File: src/rtl/core/rdws_pkg.sv
package rdws_pkg;

   localparam int CAPACITY = 64;
   localparam int IDX_W    = $clog2(CAPACITY);
   localparam int CNT_W    = $clog2(CAPACITY + 1);
   localparam int SUM_W    = IDX_W + 2;
   localparam int DATA_W   = 32;

   typedef enum logic [1:0] {
      OP_INS_FRONT = 2'd0,
      OP_INS_BACK  = 2'd1,
      OP_LIST      = 2'd2,
      OP_SEARCH    = 2'd3
   } rdws_op_type;

   typedef enum logic [2:0] {
      ST_INSERTED  = 3'd0,
      ST_FULL      = 3'd1,
      ST_EMPTY     = 3'd2,
      ST_FOUND     = 3'd3,
      ST_NOT_FOUND = 3'd4,
      ST_LISTED    = 3'd5
   } rdws_status_type;

   typedef struct packed {
      logic                     wr_en;
      logic [IDX_W-1:0]         wr_addr;
      logic signed [DATA_W-1:0] wr_data;
      logic                     rd_en;
      logic [IDX_W-1:0]         rd_addr;
   } rdws_mem_req_type;

   typedef struct packed {
      rdws_status_type          status;
      logic signed [DATA_W-1:0] data;
      logic                     last;
   } rdws_rslt_type;

   // wrap base + offset into the ring; offset never exceeds CAPACITY
   function automatic logic [IDX_W-1:0] ring_pos(input logic [IDX_W-1:0] base,
                                                 input logic [CNT_W-1:0] offset);
      logic [SUM_W-1:0] sum;
      sum = SUM_W'(base) + SUM_W'(offset);
      if (sum >= SUM_W'(CAPACITY)) begin
         sum = sum - SUM_W'(CAPACITY);
      end
      return sum[IDX_W-1:0];
   endfunction

endpackage

File: src/rtl/core/rdws_store.sv
module rdws_store (
   input  logic                                clock,
   input  rdws_pkg::rdws_mem_req_type          mem_req,
   output logic signed [rdws_pkg::DATA_W-1:0]  rd_data
);

   logic signed [rdws_pkg::DATA_W-1:0] store_ff [rdws_pkg::CAPACITY];
   logic signed [rdws_pkg::DATA_W-1:0] rd_data_ff;

   always_ff @(posedge clock) begin
      if (mem_req.wr_en) begin
         store_ff[mem_req.wr_addr] <= mem_req.wr_data;
      end
      // hold read data until the next read
      if (mem_req.rd_en) begin
         rd_data_ff <= store_ff[mem_req.rd_addr];
      end
   end

   assign rd_data = rd_data_ff;

endmodule

File: src/rtl/core/rdws_ctrl.sv
module rdws_ctrl (
   input  logic                                clock,
   input  logic                                reset,
   input  logic                                req_tvalid,
   output logic                                req_tready,
   input  logic [1:0]                          req_op,
   input  logic signed [rdws_pkg::DATA_W-1:0]  req_value,
   input  logic                                out_free,
   input  logic signed [rdws_pkg::DATA_W-1:0]  rd_data,
   output rdws_pkg::rdws_mem_req_type          mem_req,
   output logic                                push_valid,
   output rdws_pkg::rdws_rslt_type             push_rslt
);

   typedef enum logic {
      S_IDLE,
      S_WALK
   } state_type;

   state_type                          state_ff,   state_in;
   logic [rdws_pkg::IDX_W-1:0]         head_ff,    head_in;
   logic [rdws_pkg::CNT_W-1:0]         count_ff,   count_in;
   logic [rdws_pkg::CNT_W-1:0]         iss_ff,     iss_in;
   rdws_pkg::rdws_op_type              op_ff,      op_in;
   logic signed [rdws_pkg::DATA_W-1:0] target_ff,  target_in;
   logic                               rd_pend_ff, rd_pend_in;
   logic                               rd_last_ff, rd_last_in;

   logic                               accept;
   logic                               is_full;
   logic                               more;
   logic                               consume;
   logic                               match;
   logic                               stop;
   logic                               issue;
   logic [rdws_pkg::IDX_W-1:0]         front_pos;

   assign req_tready = (state_ff == S_IDLE) && out_free;
   assign accept     = req_tvalid && req_tready;
   assign is_full    = count_ff == rdws_pkg::CNT_W'(rdws_pkg::CAPACITY);
   assign more       = iss_ff != count_ff;
   assign consume    = (state_ff == S_WALK) && rd_pend_ff && out_free;
   assign match      = rd_data == target_ff;
   assign stop       = consume && (op_ff == rdws_pkg::OP_SEARCH) && match;
   assign issue      = (state_ff == S_WALK) && more && (!rd_pend_ff || consume) && !stop;
   assign front_pos  = rdws_pkg::ring_pos(head_ff,
                                          rdws_pkg::CNT_W'(rdws_pkg::CAPACITY - 1));

   always_comb begin
      state_in   = state_ff;
      head_in    = head_ff;
      count_in   = count_ff;
      iss_in     = iss_ff;
      op_in      = op_ff;
      target_in  = target_ff;
      rd_pend_in = rd_pend_ff;
      rd_last_in = rd_last_ff;
      mem_req         = '0;
      mem_req.wr_data = req_value;
      mem_req.rd_addr = rdws_pkg::ring_pos(head_ff, iss_ff);
      push_valid       = 1'b0;
      push_rslt.status = rdws_pkg::ST_INSERTED;
      push_rslt.data   = '0;
      push_rslt.last   = 1'b1;

      unique case (state_ff)
         S_IDLE: begin
            if (accept) begin
               push_valid = 1'b1;
               op_in      = rdws_pkg::rdws_op_type'(req_op);
               target_in  = req_value;
               unique case (rdws_pkg::rdws_op_type'(req_op))
                  rdws_pkg::OP_INS_FRONT, rdws_pkg::OP_INS_BACK: begin
                     if (is_full) begin
                        push_rslt.status = rdws_pkg::ST_FULL;
                     end else begin
                        mem_req.wr_en = 1'b1;
                        count_in      = count_ff + rdws_pkg::CNT_W'(1);
                        if (rdws_pkg::rdws_op_type'(req_op) == rdws_pkg::OP_INS_FRONT) begin
                           head_in         = front_pos;
                           mem_req.wr_addr = front_pos;
                        end else begin
                           mem_req.wr_addr = rdws_pkg::ring_pos(head_ff, count_ff);
                        end
                     end
                  end
                  rdws_pkg::OP_LIST, rdws_pkg::OP_SEARCH: begin
                     if (count_ff == '0) begin
                        push_rslt.status = rdws_pkg::ST_EMPTY;
                     end else begin
                        push_valid = 1'b0;
                        state_in   = S_WALK;
                        iss_in     = '0;
                        rd_pend_in = 1'b0;
                     end
                  end
                  default: begin
                     push_valid = 1'b0;
                  end
               endcase
            end
         end
         S_WALK: begin
            if (consume) begin
               rd_pend_in = 1'b0;
               if (op_ff == rdws_pkg::OP_LIST) begin
                  push_valid       = 1'b1;
                  push_rslt.status = rdws_pkg::ST_LISTED;
                  push_rslt.data   = rd_data;
                  push_rslt.last   = rd_last_ff;
                  if (rd_last_ff) begin
                     state_in = S_IDLE;
                  end
               end else if (match) begin
                  push_valid       = 1'b1;
                  push_rslt.status = rdws_pkg::ST_FOUND;
                  state_in         = S_IDLE;
               end else if (rd_last_ff) begin
                  push_valid       = 1'b1;
                  push_rslt.status = rdws_pkg::ST_NOT_FOUND;
                  state_in         = S_IDLE;
               end
            end
            if (issue) begin
               mem_req.rd_en = 1'b1;
               rd_pend_in    = 1'b1;
               iss_in        = iss_ff + rdws_pkg::CNT_W'(1);
               rd_last_in    = (iss_ff + rdws_pkg::CNT_W'(1)) == count_ff;
            end
         end
         default: begin
            state_in = S_IDLE;
         end
      endcase
   end

   always_ff @(posedge clock) begin
      if (reset) begin
         state_ff   <= S_IDLE;
         head_ff    <= '0;
         count_ff   <= '0;
         rd_pend_ff <= 1'b0;
      end else begin
         state_ff   <= state_in;
         head_ff    <= head_in;
         count_ff   <= count_in;
         rd_pend_ff <= rd_pend_in;
      end
      iss_ff     <= iss_in;
      op_ff      <= op_in;
      target_ff  <= target_in;
      rd_last_ff <= rd_last_in;
   end

   a_count_bound: assert property (@(posedge clock) disable iff (reset)
      count_ff <= rdws_pkg::CNT_W'(rdws_pkg::CAPACITY))
      else $error("entry count above capacity");

   a_idle_no_read: assert property (@(posedge clock) disable iff (reset)
      (state_ff == S_IDLE) |-> !rd_pend_ff)
      else $error("read pending while idle");

   a_walk_count_stable: assert property (@(posedge clock) disable iff (reset)
      (state_ff == S_WALK) |=> (count_ff == $past(count_ff)) && (head_ff == $past(head_ff)))
      else $error("ring changed during walk");

   a_issue_bound: assert property (@(posedge clock) disable iff (reset)
      (state_ff == S_WALK) |-> (iss_ff <= count_ff))
      else $error("walk ran past the stored entries");

endmodule

File: src/rtl/core/ring_deque_with_search.sv
// Ring deque with linear search over up to 64 signed 32-bit entries.
// Request channel: req_tuser carries the operation (insert front, insert
// back, list, search), req_tdata the value to insert or search for.
// Response channel: rsp_tuser carries the status, rsp_tdata the listed value
// (zero otherwise), rsp_tlast marks the final response of a request.
// Inserts and requests on an empty store give one response, registered in
// the cycle after the transfer. List reads one entry a cycle from the
// store's single read port while the receiver takes responses, and then
// gives one response per cycle on the same condition. Search compares one
// entry a cycle and answers by the last entry, earlier on a match.
// One request is in work at a time; req_tready drops during list and search.
// A stalled receiver holds the response register and pauses the read walk
// without loss. Reset empties the deque at once; entry contents stay
// undefined until written and are never read before that.
module ring_deque_with_search (
   input  logic        clock,
   input  logic        reset,
   input  logic        req_tvalid,
   output logic        req_tready,
   input  logic [31:0] req_tdata,   // [31:0] value
   input  logic [1:0]  req_tuser,   // [1:0] op
   output logic        rsp_tvalid,
   input  logic        rsp_tready,
   output logic [31:0] rsp_tdata,   // [31:0] data
   output logic [2:0]  rsp_tuser,   // [2:0] status
   output logic        rsp_tlast
);

   rdws_pkg::rdws_mem_req_type         mem_req;
   logic signed [rdws_pkg::DATA_W-1:0] rd_data;
   logic                               push_valid;
   rdws_pkg::rdws_rslt_type            push_rslt;
   logic                               out_free;
   logic                               rsp_valid_ff;
   rdws_pkg::rdws_rslt_type            rsp_rslt_ff;

   assign out_free = !rsp_valid_ff || rsp_tready;

   rdws_ctrl u_ctrl (
      .clock      (clock),
      .reset      (reset),
      .req_tvalid (req_tvalid),
      .req_tready (req_tready),
      .req_op     (req_tuser),
      .req_value  (req_tdata),
      .out_free   (out_free),
      .rd_data    (rd_data),
      .mem_req    (mem_req),
      .push_valid (push_valid),
      .push_rslt  (push_rslt)
   );

   rdws_store u_store (
      .clock   (clock),
      .mem_req (mem_req),
      .rd_data (rd_data)
   );

   always_ff @(posedge clock) begin
      if (reset) begin
         rsp_valid_ff <= 1'b0;
      end else if (push_valid) begin
         rsp_valid_ff <= 1'b1;
      end else if (rsp_tready) begin
         rsp_valid_ff <= 1'b0;
      end
      if (push_valid) begin
         rsp_rslt_ff <= push_rslt;
      end
   end

   assign rsp_tvalid = rsp_valid_ff;
   assign rsp_tdata  = rsp_rslt_ff.data;
   assign rsp_tuser  = rsp_rslt_ff.status;
   assign rsp_tlast  = rsp_rslt_ff.last;

endmodule
File: config.mk
export PLATFORM = sky130hd
export DESIGN_NAME = ring_deque_with_search
export DESIGN_NICKNAME = d
export VERILOG_FILES = /design/src/rtl/core/rdws_pkg.sv /design/src/rtl/core/rdws_store.sv /design/src/rtl/core/rdws_ctrl.sv /design/src/rtl/core/ring_deque_with_search.sv
export SDC_FILE = /design/constraint.sdc
export NUM_CORES = 2
export LEC_CHECK = 0
export BUFFER_PORTS_ARGS = -buffer_cell sky130_fd_sc_hd__buf_4
export CAP_MARGIN = 5
export CORE_ASPECT_RATIO = 1.2
export CORE_MARGIN = 3
export CORE_UTILIZATION = 63
export CTS_CLUSTER_DIAMETER = 30
export DETAILED_ROUTE_END_ITERATION = 16
export HOLD_SLACK_MARGIN = 0.03
export PLACE_DENSITY = 0.83
export SKIP_CTS_REPAIR_TIMING = 1
export SKIP_LAST_GASP = 1
export SYNTH_ARGS = -nofsm -noshare
export SYNTH_HDL_FRONTEND = slang
export SYNTH_SLANG_ARGS = --single-unit
File: constraint.sdc
create_clock -name clock -period 7.1 [get_ports clock]
set_input_delay 1.065 -clock clock [delete_from_list [all_inputs] [get_ports clock]]
set_output_delay 1.065 -clock clock [all_outputs]
set_load 0.05 [all_outputs]
* Word level (Yosys, flattened, before mapping)
Memories as Yosys holds them, arrays and structs flattened. A register that Yosys moved wholly into a read port is not among the register bits. Index checks and enable logic that the tools add are counted.
Cells by class: $add $sub $neg 8, order comparisons 3, equality and inequality tests 14, mux-type cells 51, bitwise logic cells 2, reduce and logical (&&, ||, !) cells 26
Operators with widths (count):
- $mux W7 | 8
- $mux W36 | 1
- $mux W33 | 1
- $eq A32 B32 Y1 | 1
- $mux W1 | 26
- $mux W6 | 4
- $sub A6 B1 Y6 const B | 3
- $add A6 B7 Y8 | 2
- $ge A8 B7 Y1 const B | 2
- $add A7 B1 Y7 const B | 2
- $pmux W7 S2 | 1
- $mux W3 | 4
- $pmux W3 S2 | 2
- $reduce_and A4 Y1 | 3
- $logic_and A1 B1 Y1 | 9
- $eq A2 B2 Y1 const B | 4
- $add A6 B6 Y7 const B | 1
- $eq A7 B7 Y1 | 1
- $eq A7 B7 Y1 const B | 1
- $ge A7 B7 Y1 const B | 1
- $logic_not A7 Y1 | 1
- $ne A7 B7 Y1 | 1
- $ne A2 B2 Y1 const B | 3
- $pmux W1 S2 | 3
- 13 further kinds | 19
Storage, ports and cells: register bits 94, bits in writable memories 2048, word-level logic and storage cells 117, memories kept 1
Memory list:
- u_store.store_ff | depth 64, width 32, rd ports 1, clocked after memory_dff 1, wr ports 1, RTL line rdws_store.sv:7 | logic signed [rdws_pkg::DATA_W-1:0] store_ff [rdws_pkg::CAPACITY];

* Depth between registers and ports, before layout
depth after elaboration 10, depth in mapped cells 11

* Hierarchy
From an unflattened synthesis, not the netlist that was laid out.
Unflattened totals: cell total of the unflattened synthesis 3727, area, all modules 83681.5 µm²
By module, submodules not included:
- rdws_store | times used 1, cells each 3324, area an instance 78833.1 µm²
- rdws_ctrl | times used 1, cells each 363, area an instance 3721.1 µm²
- ring_deque_with_search | times used 1, cells each 40, area an instance 1127.3 µm²

* Worst setup path after synthesis
Ideal clock, no wire load.
kind input -> register, from input req_tuser[0], to memory u_store.store_ff[40][0] (netlist bit), enable pin, library setup time 0.461 ns, data arrival time 4.828 ns, required time 6.639 ns, path slack 1.811 ns, stages on the path 9, buffers on the path 4, cell sequence clkbuf_1 nor2_1 clkbuf_1 nor3_1 a31o_2 or2_1 clkbuf_1 buf_2 nor3_1
On the way: cells in the longest elaborated chain, start to end 7
Ends and longest elaborated chain:
- start, declared | RTL line ring_deque_with_search.sv:21 | input logic [1:0] req_tuser,
- $eq A2 B1 Y1 / $logic_not A2 Y1 (equally long branches) | RTL line rdws_ctrl.sv:72, rdws_ctrl.sv:79
- $reduce_or A2 Y1 | RTL line rdws_ctrl.sv:72 | unique case (rdws_pkg::rdws_op_type'(req_op))
- $mux W7 * | RTL line rdws_ctrl.sv:72
- $mux W7 * | RTL line rdws_ctrl.sv:68 | if (accept) begin
- $mux W7 * | RTL line rdws_ctrl.sv:66 | unique case (state_ff)
- $mux W1 | RTL line rdws_store.sv:11 | if (mem_req.wr_en) begin
- $mux W1 (implied by the code) | RTL line rdws_store.sv:12 | store_ff[mem_req.wr_addr] <= mem_req.wr_data;
- end, declared | RTL line rdws_store.sv:7
Every way passes the cells marked *; elsewhere a longest branch is shown, timed or not.

* Worst setup path in the final report
from register u_ctrl.head_ff[1] (netlist bit), to memory u_store.store_ff[52][25] (netlist bit), enable pin
On the way: cells in the longest elaborated chain, start to end 8
Ends and longest elaborated chain:
- start, declared | RTL line rdws_ctrl.sv:21 | logic [rdws_pkg::IDX_W-1:0] head_ff, head_in;
- start signal, assigned | RTL line rdws_ctrl.sv:145 | head_ff <= head_in;
- $add A6 B7 Y8 / $add A6 B6 Y7 (equally long branches) | RTL line rdws_pkg.sv:43 | sum = SUM_W'(base) + SUM_W'(offset);
- $ge A8 B7 Y1, or another cell as far along | RTL line rdws_pkg.sv:44 | if (sum >= SUM_W'(CAPACITY)) begin
- $mux W6 | RTL line rdws_pkg.sv:44
- $mux W6 * | RTL line rdws_ctrl.sv:79 | if (rdws_pkg::rdws_op_type'(req_op) == rdws_pkg::OP_INS_FRONT) begin
- $mux W7 * | RTL line rdws_ctrl.sv:74 | if (is_full) begin
- $mux W7 * | RTL line rdws_ctrl.sv:72
- $mux W7 * | RTL line rdws_ctrl.sv:68
- $mux W7 * | RTL line rdws_ctrl.sv:66
Marked as above.

==> flow_metrics.env <==
export IMPL_status="finished clean"
export IMPL_fillCellCount=6132
export IMPL_place_area_um2=87600
export IMPL_finalNonFillerCells=5943
export IMPL_core_um2=132000
export IMPL_async_reset_ff_frac=0
export IMPL_final_min_clock_period_ps=5530
export IMPL_ctsHtreeMaxLevel=5
export IMPL_post_place_ws_ps=1990
export IMPL_hp_class="in -> reg"
export IMPL_start_util=0.637
export IMPL_clkPwrFrac=0.483
export IMPL_hold_viol_final=0
export IMPL_worst_ep_required_time_ps=7630
export IMPL_grt_antenna_before_repair=10
export IMPL_intPower_mw=24.8
export IMPL_regToRegSetupSlack_ps=1570
export IMPL_drive_above_1_share=0.349
export IMPL_die_h_um=407
export IMPL_hold_path_startpoint="req_tuser[1]"
export IMPL_yosysMostFrequentCell="edfxtp_1"
export IMPL_drc=0
export IMPL_yosysTopAreaCell="edfxtp_1"
export IMPL_fin_skew_ps=72.3
export IMPL_r2r_start="u_ctrl.head_ff[1]"
export IMPL_antenna_left=0
export IMPL_gp_congestion=0.869
export IMPL_cts_tree="done"
export IMPL_vias_per_cell=7.58
export IMPL_seq_area_frac_synth=0.771
export IMPL_cp_end_kind="flip-flop"
export IMPL_nets=3977
export IMPL_path_class="reg -> reg"
export IMPL_drt_first_pass_iters=9
export IMPL_track_usage=0.363
export IMPL_clk_latency_ps=960
export IMPL_worstPathArrival_ps=6060
export IMPL_synth_area_um2=84400
export IMPL_avgSynthCellArea_um2=23.3
export IMPL_clk_pin_slew_ps=70
export IMPL_fmax_mhz=181
export IMPL_ctsLongestPathBuffers=4
export IMPL_synth_area_leaders="edfxtp_1 77%, mux4_2 15%, a2111oi_2 1.1%"
export IMPL_syn_inst=3622
export IMPL_rsz0062_at_grt="no"
export IMPL_r2r_end="u_store.store_ff[52][25]"
export IMPL_wl_per_cell_um=41.5
export IMPL_finalSetupViolations=0
export IMPL_pwr_share_comb=0.080
export IMPL_cp_max_fo=27
export IMPL_ys_flop_type="edfxtp_1"
export IMPL_routed_wl_um=247000
export IMPL_design_area_um2=98200
export IMPL_synth_top_area_frac=0.768
export IMPL_ios=76
export IMPL_gr_total_overflow=0
export IMPL_io_buffer_count=75
export IMPL_rr_worst_depth=8
export IMPL_syn_to_final_growth_pct=16.3
export IMPL_dpl_cell_count=5377
export IMPL_grt_max_degree=113
export IMPL_ys_seq_elements=2174
export IMPL_worst_pin_slew_ps=1250
export IMPL_leakage_nw=31.1
export IMPL_min_to="u_ctrl.op_ff[1]"
export IMPL_clock_sinks=2174
export IMPL_power_mw=32.7
export IMPL_die_x_um=340
export IMPL_crit_path_start_kind="flip-flop"
export IMPL_syn_nets=3676
export IMPL_drv_slew=0
export IMPL_hold_path_depth=1
export IMPL_p_per_area_nw_per_um2=333
export IMPL_drt_iter0_markers=7774
export IMPL_ys_warn_count=0
export IMPL_p_switching_mw=7.84
export IMPL_synthTopCellsByCount="2158 x edfxtp_1, 576 x mux4_2, 104 x clkbuf_1"
export IMPL_synth_edf_count=2158
export IMPL_grt_pass1_vias=46100
export IMPL_setup_ws_ps=1570
export IMPL_via_count=45100
export IMPL_whs_ps=397
export IMPL_p_sw_frac=0.240
export IMPL_cts_root_buffer="clkbuf_16"
export IMPL_final_core_util=0.741
export IMPL_setup_tns_ps=0
export IMPL_maxCapViolations=0
export IMPL_grt_pass1_wl_um=348000
export IMPL_placementRows=146
export IMPL_irDropWorstVdd_mv=0.271
export IMPL_fin_crit_sh=0.779
export IMPL_cts_buffers_inserted=315
export IMPL_slew_headroom=0.148
export IMPL_place_hpwl_um=109000
export IMPL_dieArea_um2=138000
export IMPL_synth_distinct_cells=65
export IMPL_seq_power_share=0.437
==> layout make-up <==
type	instances	area, um2	area share
Antenna cell	7	17.5	0.000178
Clock buffer	337	8130	0.0828
Clock inverter	217	2360	0.0240
Inverter	11	41.3	0.000421
Multi-Input combinational cell	1232	18700	0.190
Sequential cell	2174	65100	0.663
Tap cell	1776	2220	0.0226
Timing Repair Buffer	189	1600	0.0163
==> how the worst max path moves through the flow <==
stage | startpoint | to | slack (ps)
5_1_grt | u_ctrl.head_ff[1] | u_store.store_ff[52][23] | 1380
4_1_cts | u_ctrl.head_ff[1] | u_store.store_ff[52][23] | 1850
6_report | u_ctrl.head_ff[1] | u_store.store_ff[52][25] | 1570
2_1_floorplan | req_tuser[0] | u_store.store_ff[40][0] | 1810
3_5_place_dp | req_tuser[1] | u_store.store_ff[52][24] | 1990
3_3_place_gp | req_tuser[1] | u_store.store_ff[53][21] | 2140
==> sequential cells by signal, summed over array words and instances (netlist names) <==
| signal | cells |
|---|---|
| rsp_tdata | 32 |
| rsp_tuser | 3 |
| u_ctrl.count_ff | 7 |
| u_ctrl.rd_last_ff | 1 |
| rsp_tlast | 1 |
| u_ctrl.rd_pend_ff | 1 |
| u_ctrl.target_ff | 32 |
| u_store.rd_data | 32 |
| u_ctrl.iss_ff | 7 |
| u_store.store_ff | 2048 |
| u_ctrl.state_ff | 1 |
| u_ctrl.op_ff | 2 |
| rsp_tvalid | 1 |
| u_ctrl.head_ff | 6 |
==> metal layers <==
metal  track usage  wire, um
met2         0.592    124000
met4         0.233     18900
met5             0        75
met1         0.437     75600
met3        0.0918     28300
==> cell usage in the layout (no fill, tap or decap), drive strengths merged, types with 38 or more instances in the layout <==
cell type / instances
edfxtp: 2158
mux4: 576
clkbuf: 340
buf: 186
clkinv: 102
a2111oi: 96
nor3: 73
nor2b: 71
inv: 66
mux2i: 65
xnor2: 51
and2: 38
==> power by group through the flow <==
stage | registers [mW] | logic, mW | clock network [mW]
after floorplan | 14.6 | 1.58 | 0
after CTS | 14.3 | 2.56 | 15.8
after detailed placement | 14.5 | 2.43 | 0
after global routing | 14.3 | 2.69 | 16.3
after global placement | 14.5 | 2.35 | 0
final | 14.3 | 2.61 | 15.8
==> kinds of logic after synthesis <==
group,count (synthesis),share of synthesized area
adder cells (fa/ha/maj),16,0.00255
flip-flops,2174,0.771
multiplexers,673,0.166
XOR/XNOR,71,0.00754
AND/OR/NAND/NOR,298,0.0200
AO/OA/AOI/OAI,174,0.0207
buffers and inverters,216,0.0120
==> critical path: stages (launching register included) <==
cell and delay (ps):
dfxtp_1 550, ha_1 320, a21o_1 180, a21oi_1 320, xnor2_1 130, o21ai_1 950, nand3_1 1150, nor3_2 990
buf_4 500
Note: power is estimated with default switching activity, not from simulation.
